`src/rtl/core/dbtp_ram.sv`:
```
`default_nettype none

module dbtp_ram #(
  parameter int WIDTH = 8,
  parameter int DEPTH = 256
) (
  input  logic                                        clk,
  input  logic                                        we,
  input  logic [((DEPTH > 1) ? $clog2(DEPTH) : 1)-1:0] waddr,
  input  logic [WIDTH-1:0]                            wdata,
  input  logic [((DEPTH > 1) ? $clog2(DEPTH) : 1)-1:0] raddr,
  output logic [WIDTH-1:0]                            rdata
);

  logic [WIDTH-1:0] mem [DEPTH];

  always_ff @(posedge clk) begin
    if (we) begin
      mem[waddr] <= wdata;
    end
    rdata <= mem[raddr];
  end

endmodule

`default_nettype wire

```
`config.mk`:
```
export PLATFORM = sky130hd
export DESIGN_NAME = dbtp_ram
export DESIGN_NICKNAME = d
export VERILOG_FILES = /design/src/rtl/core/dbtp_ram.sv
export SDC_FILE = /design/constraint.sdc
export NUM_CORES = 2
export LEC_CHECK = 0
export BUFFER_PORTS_ARGS = -buffer_cell sky130_fd_sc_hd__buf_2
export CAP_MARGIN = 40
export CORE_MARGIN = 1.5
export CORE_UTILIZATION = 45
export CTS_BUF_LIST = sky130_fd_sc_hd__clkbuf_8
export CTS_CLUSTER_SIZE = 28
export DETAILED_ROUTE_END_ITERATION = 6
export GPL_ROUTABILITY_DRIVEN = 0
export SLEW_MARGIN = 20
export SYNTH_ARGS = -nofsm -noshare
export SYNTH_HDL_FRONTEND = slang
export SYNTH_SLANG_ARGS = --single-unit
```
`constraint.sdc`:
```
create_clock -name clk -period 6.6 [get_ports clk]
set_input_delay 1.98 -clock clk [delete_from_list [all_inputs] [get_ports clk]]
set_output_delay 1.98 -clock clk [all_outputs]
set_load 0.005 [all_outputs]
```
==> results.sh <==
export IMPL_cts_path_max_buffers=4
export IMPL_peakVddDrop_uv=225.5
export IMPL_synth_main_ff_cell="edfxtp_1"
export IMPL_synth_top_area_frac=0.7730
export IMPL_drt_iter0_markers=4714
export IMPL_finish_utilization=0.5106
export IMPL_setup_viol_count_final=0
export IMPL_fin_setup_tns_ns=0
export IMPL_cts_resized=0
export IMPL_ys_types=55
export IMPL_syn_area_um2=79560
export IMPL_cts_num_sinks=2056
export IMPL_postPlaceCellArea_um2=83240
export IMPL_initial_core_util=0.4522
export IMPL_dr_pass1_iters=5
export IMPL_mostFrequentLayoutCells="2048 x edfxtp_1, 454 x mux4_2, 359 x clkbuf_8"
export IMPL_dp_cells=6076
export IMPL_core_um2=175900
export IMPL_fillers=13880
export IMPL_fp_dieArea_um2=179300
export IMPL_maxClockFrequency_ghz=0.2175
export IMPL_nNetsFinal=4184
export IMPL_hpwl_um=123100
export IMPL_status="finished clean"
export IMPL_clkTransAtPathRegs_ns=0.06
export IMPL_synthMuxAreaShare=0.1462
export IMPL_synth_nets=3759
export IMPL_root_buffer="clkbuf_8"
export IMPL_seqCellArea_um2=61660
export IMPL_min_period_ns=4.597
export IMPL_vias=39920
export IMPL_drcViolationCount=0
export IMPL_avgSynthCellArea_um2=21.31
export IMPL_ant_nets=0
export IMPL_yosys_area_top_type="edfxtp_1"
export IMPL_synthSimpleGateAreaFrac=0.02628
export IMPL_pin_count=34
export IMPL_io_buffer_count=33
export IMPL_skew_ns=0.09253
export IMPL_cts_tree="built"
export IMPL_maxSlewViolCount=0
export IMPL_postCtsHoldBufs=0
export IMPL_synth_area_leaders="edfxtp_1 77%, mux4_2 13%, mux2i_1 1.7%, nor2_1 1.3%, a22oi_1 1.3%"
export IMPL_track_usage=0.2253
export IMPL_path_max_fanout=35
export IMPL_synth_compound_area_frac=0.03419
export IMPL_yosys_warnings=0
export IMPL_cp_end_kind="register"
export IMPL_synth_async_reset_ratio=0
export IMPL_synth_fa_ha_area_frac=0
export IMPL_htreeDepth=5
export IMPL_first_global_vias=40340
export IMPL_die_w_um=423.5
export IMPL_num_rows=154
export IMPL_holdWs_ns=1.024
export IMPL_drt_wirelength_per_cell_um=29.94
export IMPL_cp_start_kind="input pin"
export IMPL_relSlewSlack=0.3034
export IMPL_fin_cells=6747
export IMPL_grt_pass1_wl_um=290300
export IMPL_hold_class="reg -> reg"
export IMPL_crit_arrival_ns=5.46
export IMPL_fin_crit_sh=0.6965
export IMPL_power_leakage_nw=28.52
export IMPL_grt_max_degree=166
export IMPL_antenna_found_initial=9
export IMPL_drv_cap=0
export IMPL_required_ns=7.46
export IMPL_fp_dieH_um=423.5
export IMPL_wirelength_um=202000
export IMPL_clk_latency_ns=1.04
export IMPL_final_common_cell="edfxtp_1"
export IMPL_fin_area_um2=89820
export IMPL_grt_setup_unrepaired="no"
export IMPL_multiInputGateArea_um2=16530
export IMPL_synth_edff_count=2048
export IMPL_vias_per_cell=5.917
export IMPL_drive_gt1_frac=0.2705
export IMPL_hold_viol=0
export IMPL_synth_top_family_by_area="multiplexers"
export IMPL_cts_setup_buffers=0
export IMPL_synth_xor_area_frac=0
export IMPL_ys_seq_area_frac=0.7750
export IMPL_worstMarginPinSlew_ns=1.045
export IMPL_critPathKind="in -> reg"
export IMPL_syn2layout_area_growth_pct=12.90
export IMPL_powerDensity_nw_per_um2=287.4
export IMPL_overflow=0
export IMPL_synthCells=3733
export IMPL_cts_made_buffers=350
export IMPL_ys_ff_latch=2056
## logic make-up (layout without fill, tap and decap cells)
family          count (synthesis)  after routing
flops                        2056           2056
mux                           591            591
simple gates                  466            466
compound gates                385            385
buf+inv                       235            905
other cells                     0              4
## metrics by stage
stage	power [W]	setup slack, ns
floorplan	0.01538	2.682
global placement	0.01598	0.4647
detailed placement	0.01601	0.9305
CTS	0.02603	2.043
global route	0.02666	1.984
finish	0.02582	2.003
## synthesized netlist by cell type, drive strengths merged (2+ instances only)
cell / instances
nand4: 10
edfxtp: 2048
and3b: 2
a22oi: 133
nand3: 34
a22o: 8
o21ai: 12
o221ai: 47
o32ai: 5
or2: 4
dfxtp: 8
o211ai: 10
nand3b: 2
mux2i: 134
o22a: 5
a31oi: 2
a221oi: 14
nor2b: 31
a211oi: 16
o22ai: 28
buf: 122
a2111oi: 5
clkbuf: 111
nor2: 282
nand2: 33
nor3: 22
mux4: 456
a311oi: 2
a21oi: 96
and2: 6
nand2b: 8
nor4: 27
## routing by layer
layer | vias up | global-route usage | wire, um
li1 | 16580 | - | -
met1 | 21260 | 0.3215 | 84160
met2 | 1730 | 0.3468 | 95860
met3 | 346 | 0.05061 | 16410
met4 | 2 | 0.07145 | 5589
met5 | - | 0 | 13
## path summary, 6_finish.rpt
kind,start,end,slack (ns),depth (start not counted)
setup / recovery,raddr[0],rdata[2],2.00,9
hold / removal,mem[41][3],rdata[3],1.02,6
setup reg to reg,mem[24][3],rdata[3],3.80,6
hold reg to reg,mem[41][3],rdata[3],1.02,6
## power breakdown
part | internal [W] | switching [W] | total, W | leakage (nW)
Combinational | 0.000450 | 0.000859 | 0.00131 | 6.51
Clock | 0.00513 | 0.00496 | 0.0101 | 3.54
Sequential | 0.0144 | 0.0000239 | 0.0144 | 18.5
Total | 0.0200 | 0.00584 | 0.0258 | 28.5
## cell type report
cell class	count	share of cell area
clock buffers	359	0.05501
flip-flops and latches	2056	0.6865
inverters	2	0.00008358
diodes	4	0.0001114
clock inverters	238	0.01176
repair buffers	306	0.02991
multi-input cells	1442	0.1841
well taps	2340	0.03260
## registers in the layout, summed over array words and instances, names as in the netlist
signal	flops
mem	2048
rdata	8
## worst max-delay path, cell delays in order
cell and delay [ns]:
buf_8 0.37, buf_12 0.32, buf_4 0.48, mux4_2 0.56, a22oi_1 0.36, a21oi_1 0.19
nor4_1 0.73, buf_4 0.28, nor4_2 0.04
Power figures use the tool's default switching activity.
