$ cat src/rtl/core/dbtp_pkg.sv
`default_nettype none

package dbtp_pkg;

  localparam int GRID_WIDTH  = 256;
  localparam int GRID_HEIGHT = 256;
  localparam int CELL_PIXELS = 4;
  localparam int MAX_RADIUS  = 15;

  // fixed field widths
  localparam int PTR_W     = 13;
  localparam int RADIUS_W  = 4;
  localparam int COLOR_W   = 32;
  localparam int KIND_W    = 2;
  localparam int COORD_W   = 8;
  localparam int CNT_W     = 10;
  localparam int CFG_IDX_W = 1;

  localparam int CELL_COUNT = GRID_WIDTH * GRID_HEIGHT;
  localparam int ADDR_W     = (CELL_COUNT > 1) ? $clog2(CELL_COUNT) : 1;
  localparam int ENTRY_W    = KIND_W + COLOR_W;

  localparam int CX_W  = (GRID_WIDTH > 1) ? $clog2(GRID_WIDTH) : 1;
  localparam int CY_W  = (GRID_HEIGHT > 1) ? $clog2(GRID_HEIGHT) : 1;
  localparam int RAD_W = $clog2(MAX_RADIUS + 1);
  localparam int DD_W  = RAD_W + 1;
  localparam int SQ_W  = 2 * DD_W;
  localparam int DIST_W = SQ_W + 1;
  localparam int XC_W  = ((CX_W > RAD_W) ? CX_W : RAD_W) + 2;
  localparam int YC_W  = ((CY_W > RAD_W) ? CY_W : RAD_W) + 2;

  // centre division by reciprocal multiply, exact for |diff| * CELL_PIXELS < 2**DIV_SH
  localparam int DIFF_W  = PTR_W + 1;
  localparam int DIV_SH  = DIFF_W + 5;
  localparam int DIV_MUL = (1 << DIV_SH) / CELL_PIXELS + 1;
  localparam int MUL_W   = DIV_SH + 1;
  localparam int PROD_W  = DIFF_W + MUL_W;

  typedef logic [KIND_W-1:0] kind_t;

  localparam kind_t KIND_AIR   = KIND_W'(0);
  localparam kind_t KIND_SAND  = KIND_W'(1);
  localparam kind_t KIND_SOLID = KIND_W'(2);

  localparam logic [COLOR_W-1:0] OPAQUE_BLACK = 32'h0000_00FF;

  localparam logic OP_STROKE = 1'b0;
  localparam logic OP_READ   = 1'b1;

  localparam logic [CFG_IDX_W-1:0] CFG_OFFSET_X = 1'b0;
  localparam logic [CFG_IDX_W-1:0] CFG_OFFSET_Y = 1'b1;

  typedef struct packed {
    logic              valid;
    logic              hit;
    logic              last;
    logic [ADDR_W-1:0] addr;
  } scan_t;

  // does the material rewrite a cell of kind k
  function automatic logic rule_hits(kind_t mat, kind_t k);
    logic hits;
    hits = 1'b0;
    case (mat)
      KIND_SAND:  hits = (k != KIND_SOLID) && (k != KIND_SAND);
      KIND_AIR:   hits = (k != KIND_AIR);
      KIND_SOLID: hits = (k == KIND_AIR);
      default:    hits = 1'b0;
    endcase
    return hits;
  endfunction

endpackage

`default_nettype wire

$ cat src/rtl/core/dbtp_scan.sv
`default_nettype none

module dbtp_scan
  import dbtp_pkg::*;
(
  input  logic             clk,
  input  logic             rst,
  input  logic             load,
  input  logic [CX_W-1:0]  load_cx,
  input  logic [CY_W-1:0]  load_cy,
  input  logic [RAD_W-1:0] load_r,
  output scan_t            cur
);

  logic                    active;
  logic signed [DD_W-1:0]  dx;
  logic signed [DD_W-1:0]  dy;
  logic signed [DD_W-1:0]  r;
  logic [2*RAD_W-1:0]      r2;
  logic [CX_W-1:0]         cx;
  logic [CY_W-1:0]         cy;

  logic signed [SQ_W-1:0]  sqx;
  logic signed [SQ_W-1:0]  sqy;
  logic [DIST_W-1:0]       dsum;
  logic                    in_disc;
  logic signed [XC_W-1:0]  xs;
  logic signed [YC_W-1:0]  ys;
  logic                    in_grid;

  assign sqx     = dx * dx;
  assign sqy     = dy * dy;
  assign dsum    = DIST_W'($unsigned(sqx)) + DIST_W'($unsigned(sqy));
  assign in_disc = dsum <= DIST_W'(r2);

  assign xs = $signed(XC_W'(cx)) + XC_W'(dx);
  assign ys = $signed(YC_W'(cy)) + YC_W'(dy);
  assign in_grid = (xs >= 0) && (xs < $signed(XC_W'(GRID_WIDTH))) &&
                   (ys >= 0) && (ys < $signed(YC_W'(GRID_HEIGHT)));

  assign cur.valid = active;
  assign cur.hit   = active && in_disc && in_grid;
  assign cur.last  = active && (dx == r) && (dy == r);
  assign cur.addr  = ADDR_W'(ADDR_W'(ys[CY_W-1:0]) * ADDR_W'(GRID_WIDTH)) +
                     ADDR_W'(xs[CX_W-1:0]);

  always_ff @(posedge clk) begin
    if (rst) begin
      active <= 1'b0;
    end else if (load) begin
      active <= 1'b1;
    end else if (active && (dx == r) && (dy == r)) begin
      active <= 1'b0;
    end
  end

  // row-major walk over the bounding square of the disc
  always_ff @(posedge clk) begin
    if (load) begin
      r  <= $signed(DD_W'(load_r));
      r2 <= (2*RAD_W)'(load_r * load_r);
      dx <= -$signed(DD_W'(load_r));
      dy <= -$signed(DD_W'(load_r));
      cx <= load_cx;
      cy <= load_cy;
    end else if (active) begin
      if (dx == r) begin
        dx <= -r;
        dy <= dy + DD_W'(1);
      end else begin
        dx <= dx + DD_W'(1);
      end
    end
  end

endmodule

`default_nettype wire

$ cat config.mk
export PLATFORM = sky130hd
export DESIGN_NAME = dbtp_scan
export DESIGN_NICKNAME = d
export VERILOG_FILES = /design/src/rtl/core/dbtp_pkg.sv /design/src/rtl/core/dbtp_scan.sv
export SDC_FILE = /design/constraint.sdc
export NUM_CORES = 1
export LEC_CHECK = 0
export ABC_AREA = 1
export BUFFER_PORTS_ARGS = -buffer_cell sky130_fd_sc_hd__buf_4
export CAP_MARGIN = 30
export CORE_ASPECT_RATIO = 0.75
export CORE_MARGIN = 2
export CORE_UTILIZATION = 40
export CTS_BUF_LIST = sky130_fd_sc_hd__clkbuf_4
export DETAILED_ROUTE_END_ITERATION = 10
export GPL_ROUTABILITY_DRIVEN = 0
export PLACE_DENSITY_LB_ADDON = 0.1
export RECOVER_POWER = 25
export SLEW_MARGIN = 25
export SYNTH_ARGS = -nofsm -noshare
export SYNTH_HDL_FRONTEND = slang
export SYNTH_SLANG_ARGS = --single-unit
$ cat constraint.sdc
create_clock -name clk -period 11.1 [get_ports clk]
set_input_delay 3.33 -clock clk [delete_from_list [all_inputs] [get_ports clk]]
set_output_delay 3.33 -clock clk [all_outputs]
set_load 0.01 [all_outputs]
==> impl_metrics.csv <==
group,metric,value,unit
clock_network,cts_tree,"built",
setup_path,crit_path_end_kind,"output port",
global_route,antenna_found_initial,0,
setup_path,path_cells,"inv_1, fa_1, fa_1, inv_1, fa_1, fa_1, xor2_1, ha_1, nand2_1, nand2_1, inv_1, nand2_1, xor2_1, ha_1, nand2_1, inv_1, a21oi_1, nand2_1, nand2_1, nand2_1, a21oi_1, nand4_1, nor2_1, buf_4",
finish,multiInputGateArea,3039,um^2
power,p_per_area,290.6,nW/um^2
finish,fill_cells,1093,
clock_network,clock_latency,330,ps
global_route,grt_use_total,16.36,%
setup_path,cp_num_buf_inv,5,
finish,layout_commonest_cell,"nand2_1",
synthesis,synth_nets,685,
placed_design,port_buffers,41,
job,cap_viol_max_count,1,
global_route,grt_max_degree,39,
synthesis,synth.avg_cell_area,8.201,um^2
sta,final.setup_skew,6.774,ps
detailed_routing,wl_per_cell,13.00,um
finish,final_util,46.14,%
floorplan,die_x,128.1,um
synthesis,synth_area_leaders,"edfxtp_1 (23%), ha_1 (19%), fa_1 (13%)",
clock_network,cts_resized,0,
clock_network,cts_buffer_depth,2,
synthesis,yosys_most_used_dff,"edfxtp_1",
clock_network,cts_root_buf,"clkbuf_4",
synthesis,ys_seq_area_share,23.85,%
setup_path,path_delay_family,"adder cells",
setup_path,crit_fanout,16,
floorplan,io_pins,42,
detailed_routing,drc_errors,0,
power,leakage,2.704,nW
sta,slew_headroom,-22.21,%
global_route,gr-total-overflow,0,
synthesis,ys_seq_elements,37,
sta,post-route-period-util,79.32,%
detailed_routing,routed_wl,9.670,mm
synthesis,synthCells,563,
detailed_routing,vias_per_cell,4.774,
synthesis,async_flop_share,0,%
synthesis,yosys.area.top_type_share,23.41,%
sta,rsz0062_at_grt,"no",
setup_path,cp_slowest_cell,"edfxtp_1",
hold_path,min_path_type,"reg2reg",
detailed_routing,firstDrtPassIters,5,
setup_path,cp-start-kind,"flip-flop",
synthesis,synth_enable_flop_cells,36,
setup_path,path_class,"reg2out",
synthesis,syn_area,4617,um^2
placed_design,dpl.hpwl,8.194,mm
synthesis,yosysWarnings,0,
finish,final_cell_mix,"nand2_1 (130), inv_1 (105), ha_1 (69)",
global_route,grt_first_pass_wirelength,16.61,mm
floorplan,dieArea,12430,um^2
setup_path,cp_slowest_stage_delay,710,ps
floorplan,initial_core_util,41.57,%
finish,regArea,1101,um^2
floorplan,fp-row-count,33,
clock_network,cts-hold-fix-buffers,0,
clock_network,h-tree-depth,2,
status,violations,"capacitance limit, slew limit",
detailed_routing,antenna_left,0,
finish,drive_gt1_share,8.775,%
detailed_routing,drt_iter0_markers,210,
sta,hold_violations,0,
sta,tns,0,ps
placed_design,placed_cells,736,
sta,tightest_slew,1833,ps
setup_path,critPathMostFrequentCell,"nand2_1",
clock_network,cts_setup_buffers,0,
sta,period_needed,8804,ps
sta,finalMaxSlewViolations,39,
finish,nNetsFinal,725,
clock_network,cts.sinks,37,
clock_network,clkTransAtPathRegs,120,ps
detailed_routing,vias,3552,
floorplan,fp.dieH,97.04,um
floorplan,core_area,11110,um^2
global_route,grt_pass1_vias,3474,
synthesis,yosys.area.top_type,"edfxtp_1",
sta,setup_violations,0,
clock_network,numCtsBuffers,5,
setup_path,cp.arrival,5470,ps
status,outcome,"complete, but fails checks",
sta,fmax,0.1136,GHz
synthesis,synth.distinct_cells,32,
setup_path,worstPathRequired,7770,ps
finish,area_delta_synth_final,11.00,%
power,irDropWorstVdd,0.0002082,V
finish,fin_cells,744,
finish,num_antenna_cells,0,
[worst reg2reg max path, stage by stage, from the launching register on]
cell,delay [ps]
edfxtp_1,640
inv_1,250
o21ai_1,110
a21oi_2,130
nand3b_2,240
o21ai_0,660
[final timing paths]
path / slack, ps / from / to / cells after the start
worst max-delay path: 2300 / dx[4] / cur[17] / 24
worst max register to register: 8720 / dx[4] / dy[0] / 5
worst min-delay path: 720 / active / active / 4
worst min register to register: 720 / active / active / 4
[flip-flops by register name (all words and copies together) (netlist names)]
signal  flops
cx          8
cy          8
r2          7
dx          5
dy          5
r           3
active      1
[metal layers]
| layer | part of all wire (%) | up-vias | global-route usage [%] |
|---|---|---|---|
| met1 | 56 | 1601 | 26.43 |
| met4 | 0.69 | 0 | 2.959 |
| met3 | 3.5 | 6 | 1.825 |
| li1 | - | 1887 | - |
| met2 | 40 | 58 | 23.45 |
| met5 | 0 | - | 0 |
[power breakdown]
part,internal [mW],switching (mW),leakage [nW]
Sequential,0.170,0.0192,0.362
Combinational,0.487,0.699,2.29
Clock,0.0697,0.0449,0.0552
[through the flow]
step | hold WS (ps) | instance area, um^2 | total power [mW] | setup WS (ps)
4_1_cts | 714.0 | 5144 | 1.501 | 2241
3_5_place_dp | 695.5 | 5041 | 1.376 | 2625
6_report | 722.2 | 5125 | 1.489 | 2296
2_1_floorplan | 581.9 | 4617 | 1.120 | 3068
5_1_grt | 801.6 | 5125 | 1.716 | 1887
3_3_place_gp | 693.5 | 5041 | 1.354 | 2791
[cell usage after synthesis (3+ instances only)]
master	n
nor3_1	6
nor2_1	24
o21ai_1	9
buf_6	3
o21ai_0	13
fa_1	30
o22ai_1	3
nand2_1	130
a21oi_1	34
inv_2	4
inv_1	105
edfxtp_1	36
nand3_1	26
ha_1	69
xor2_1	35
xnor2_1	12
nand4_1	7
[cell families after synthesis]
kind of cell    synth area share, %
compound gates                7.480
simple gates                  17.72
flops                         23.85
fa+ha+maj                     31.71
xor+xnor                      8.916
buf+inv                       10.33
[final cells by class]
type	count	share of cell area, %
clock buffer	5	0.7324
clock inverter	3	1.270
inverter	110	8.154
multi-input combinational	408	59.30
sequential	37	21.48
tap	140	3.418
timing repair buffer	41	5.640
No activity file was read; power rests on OpenSTA's default activity.
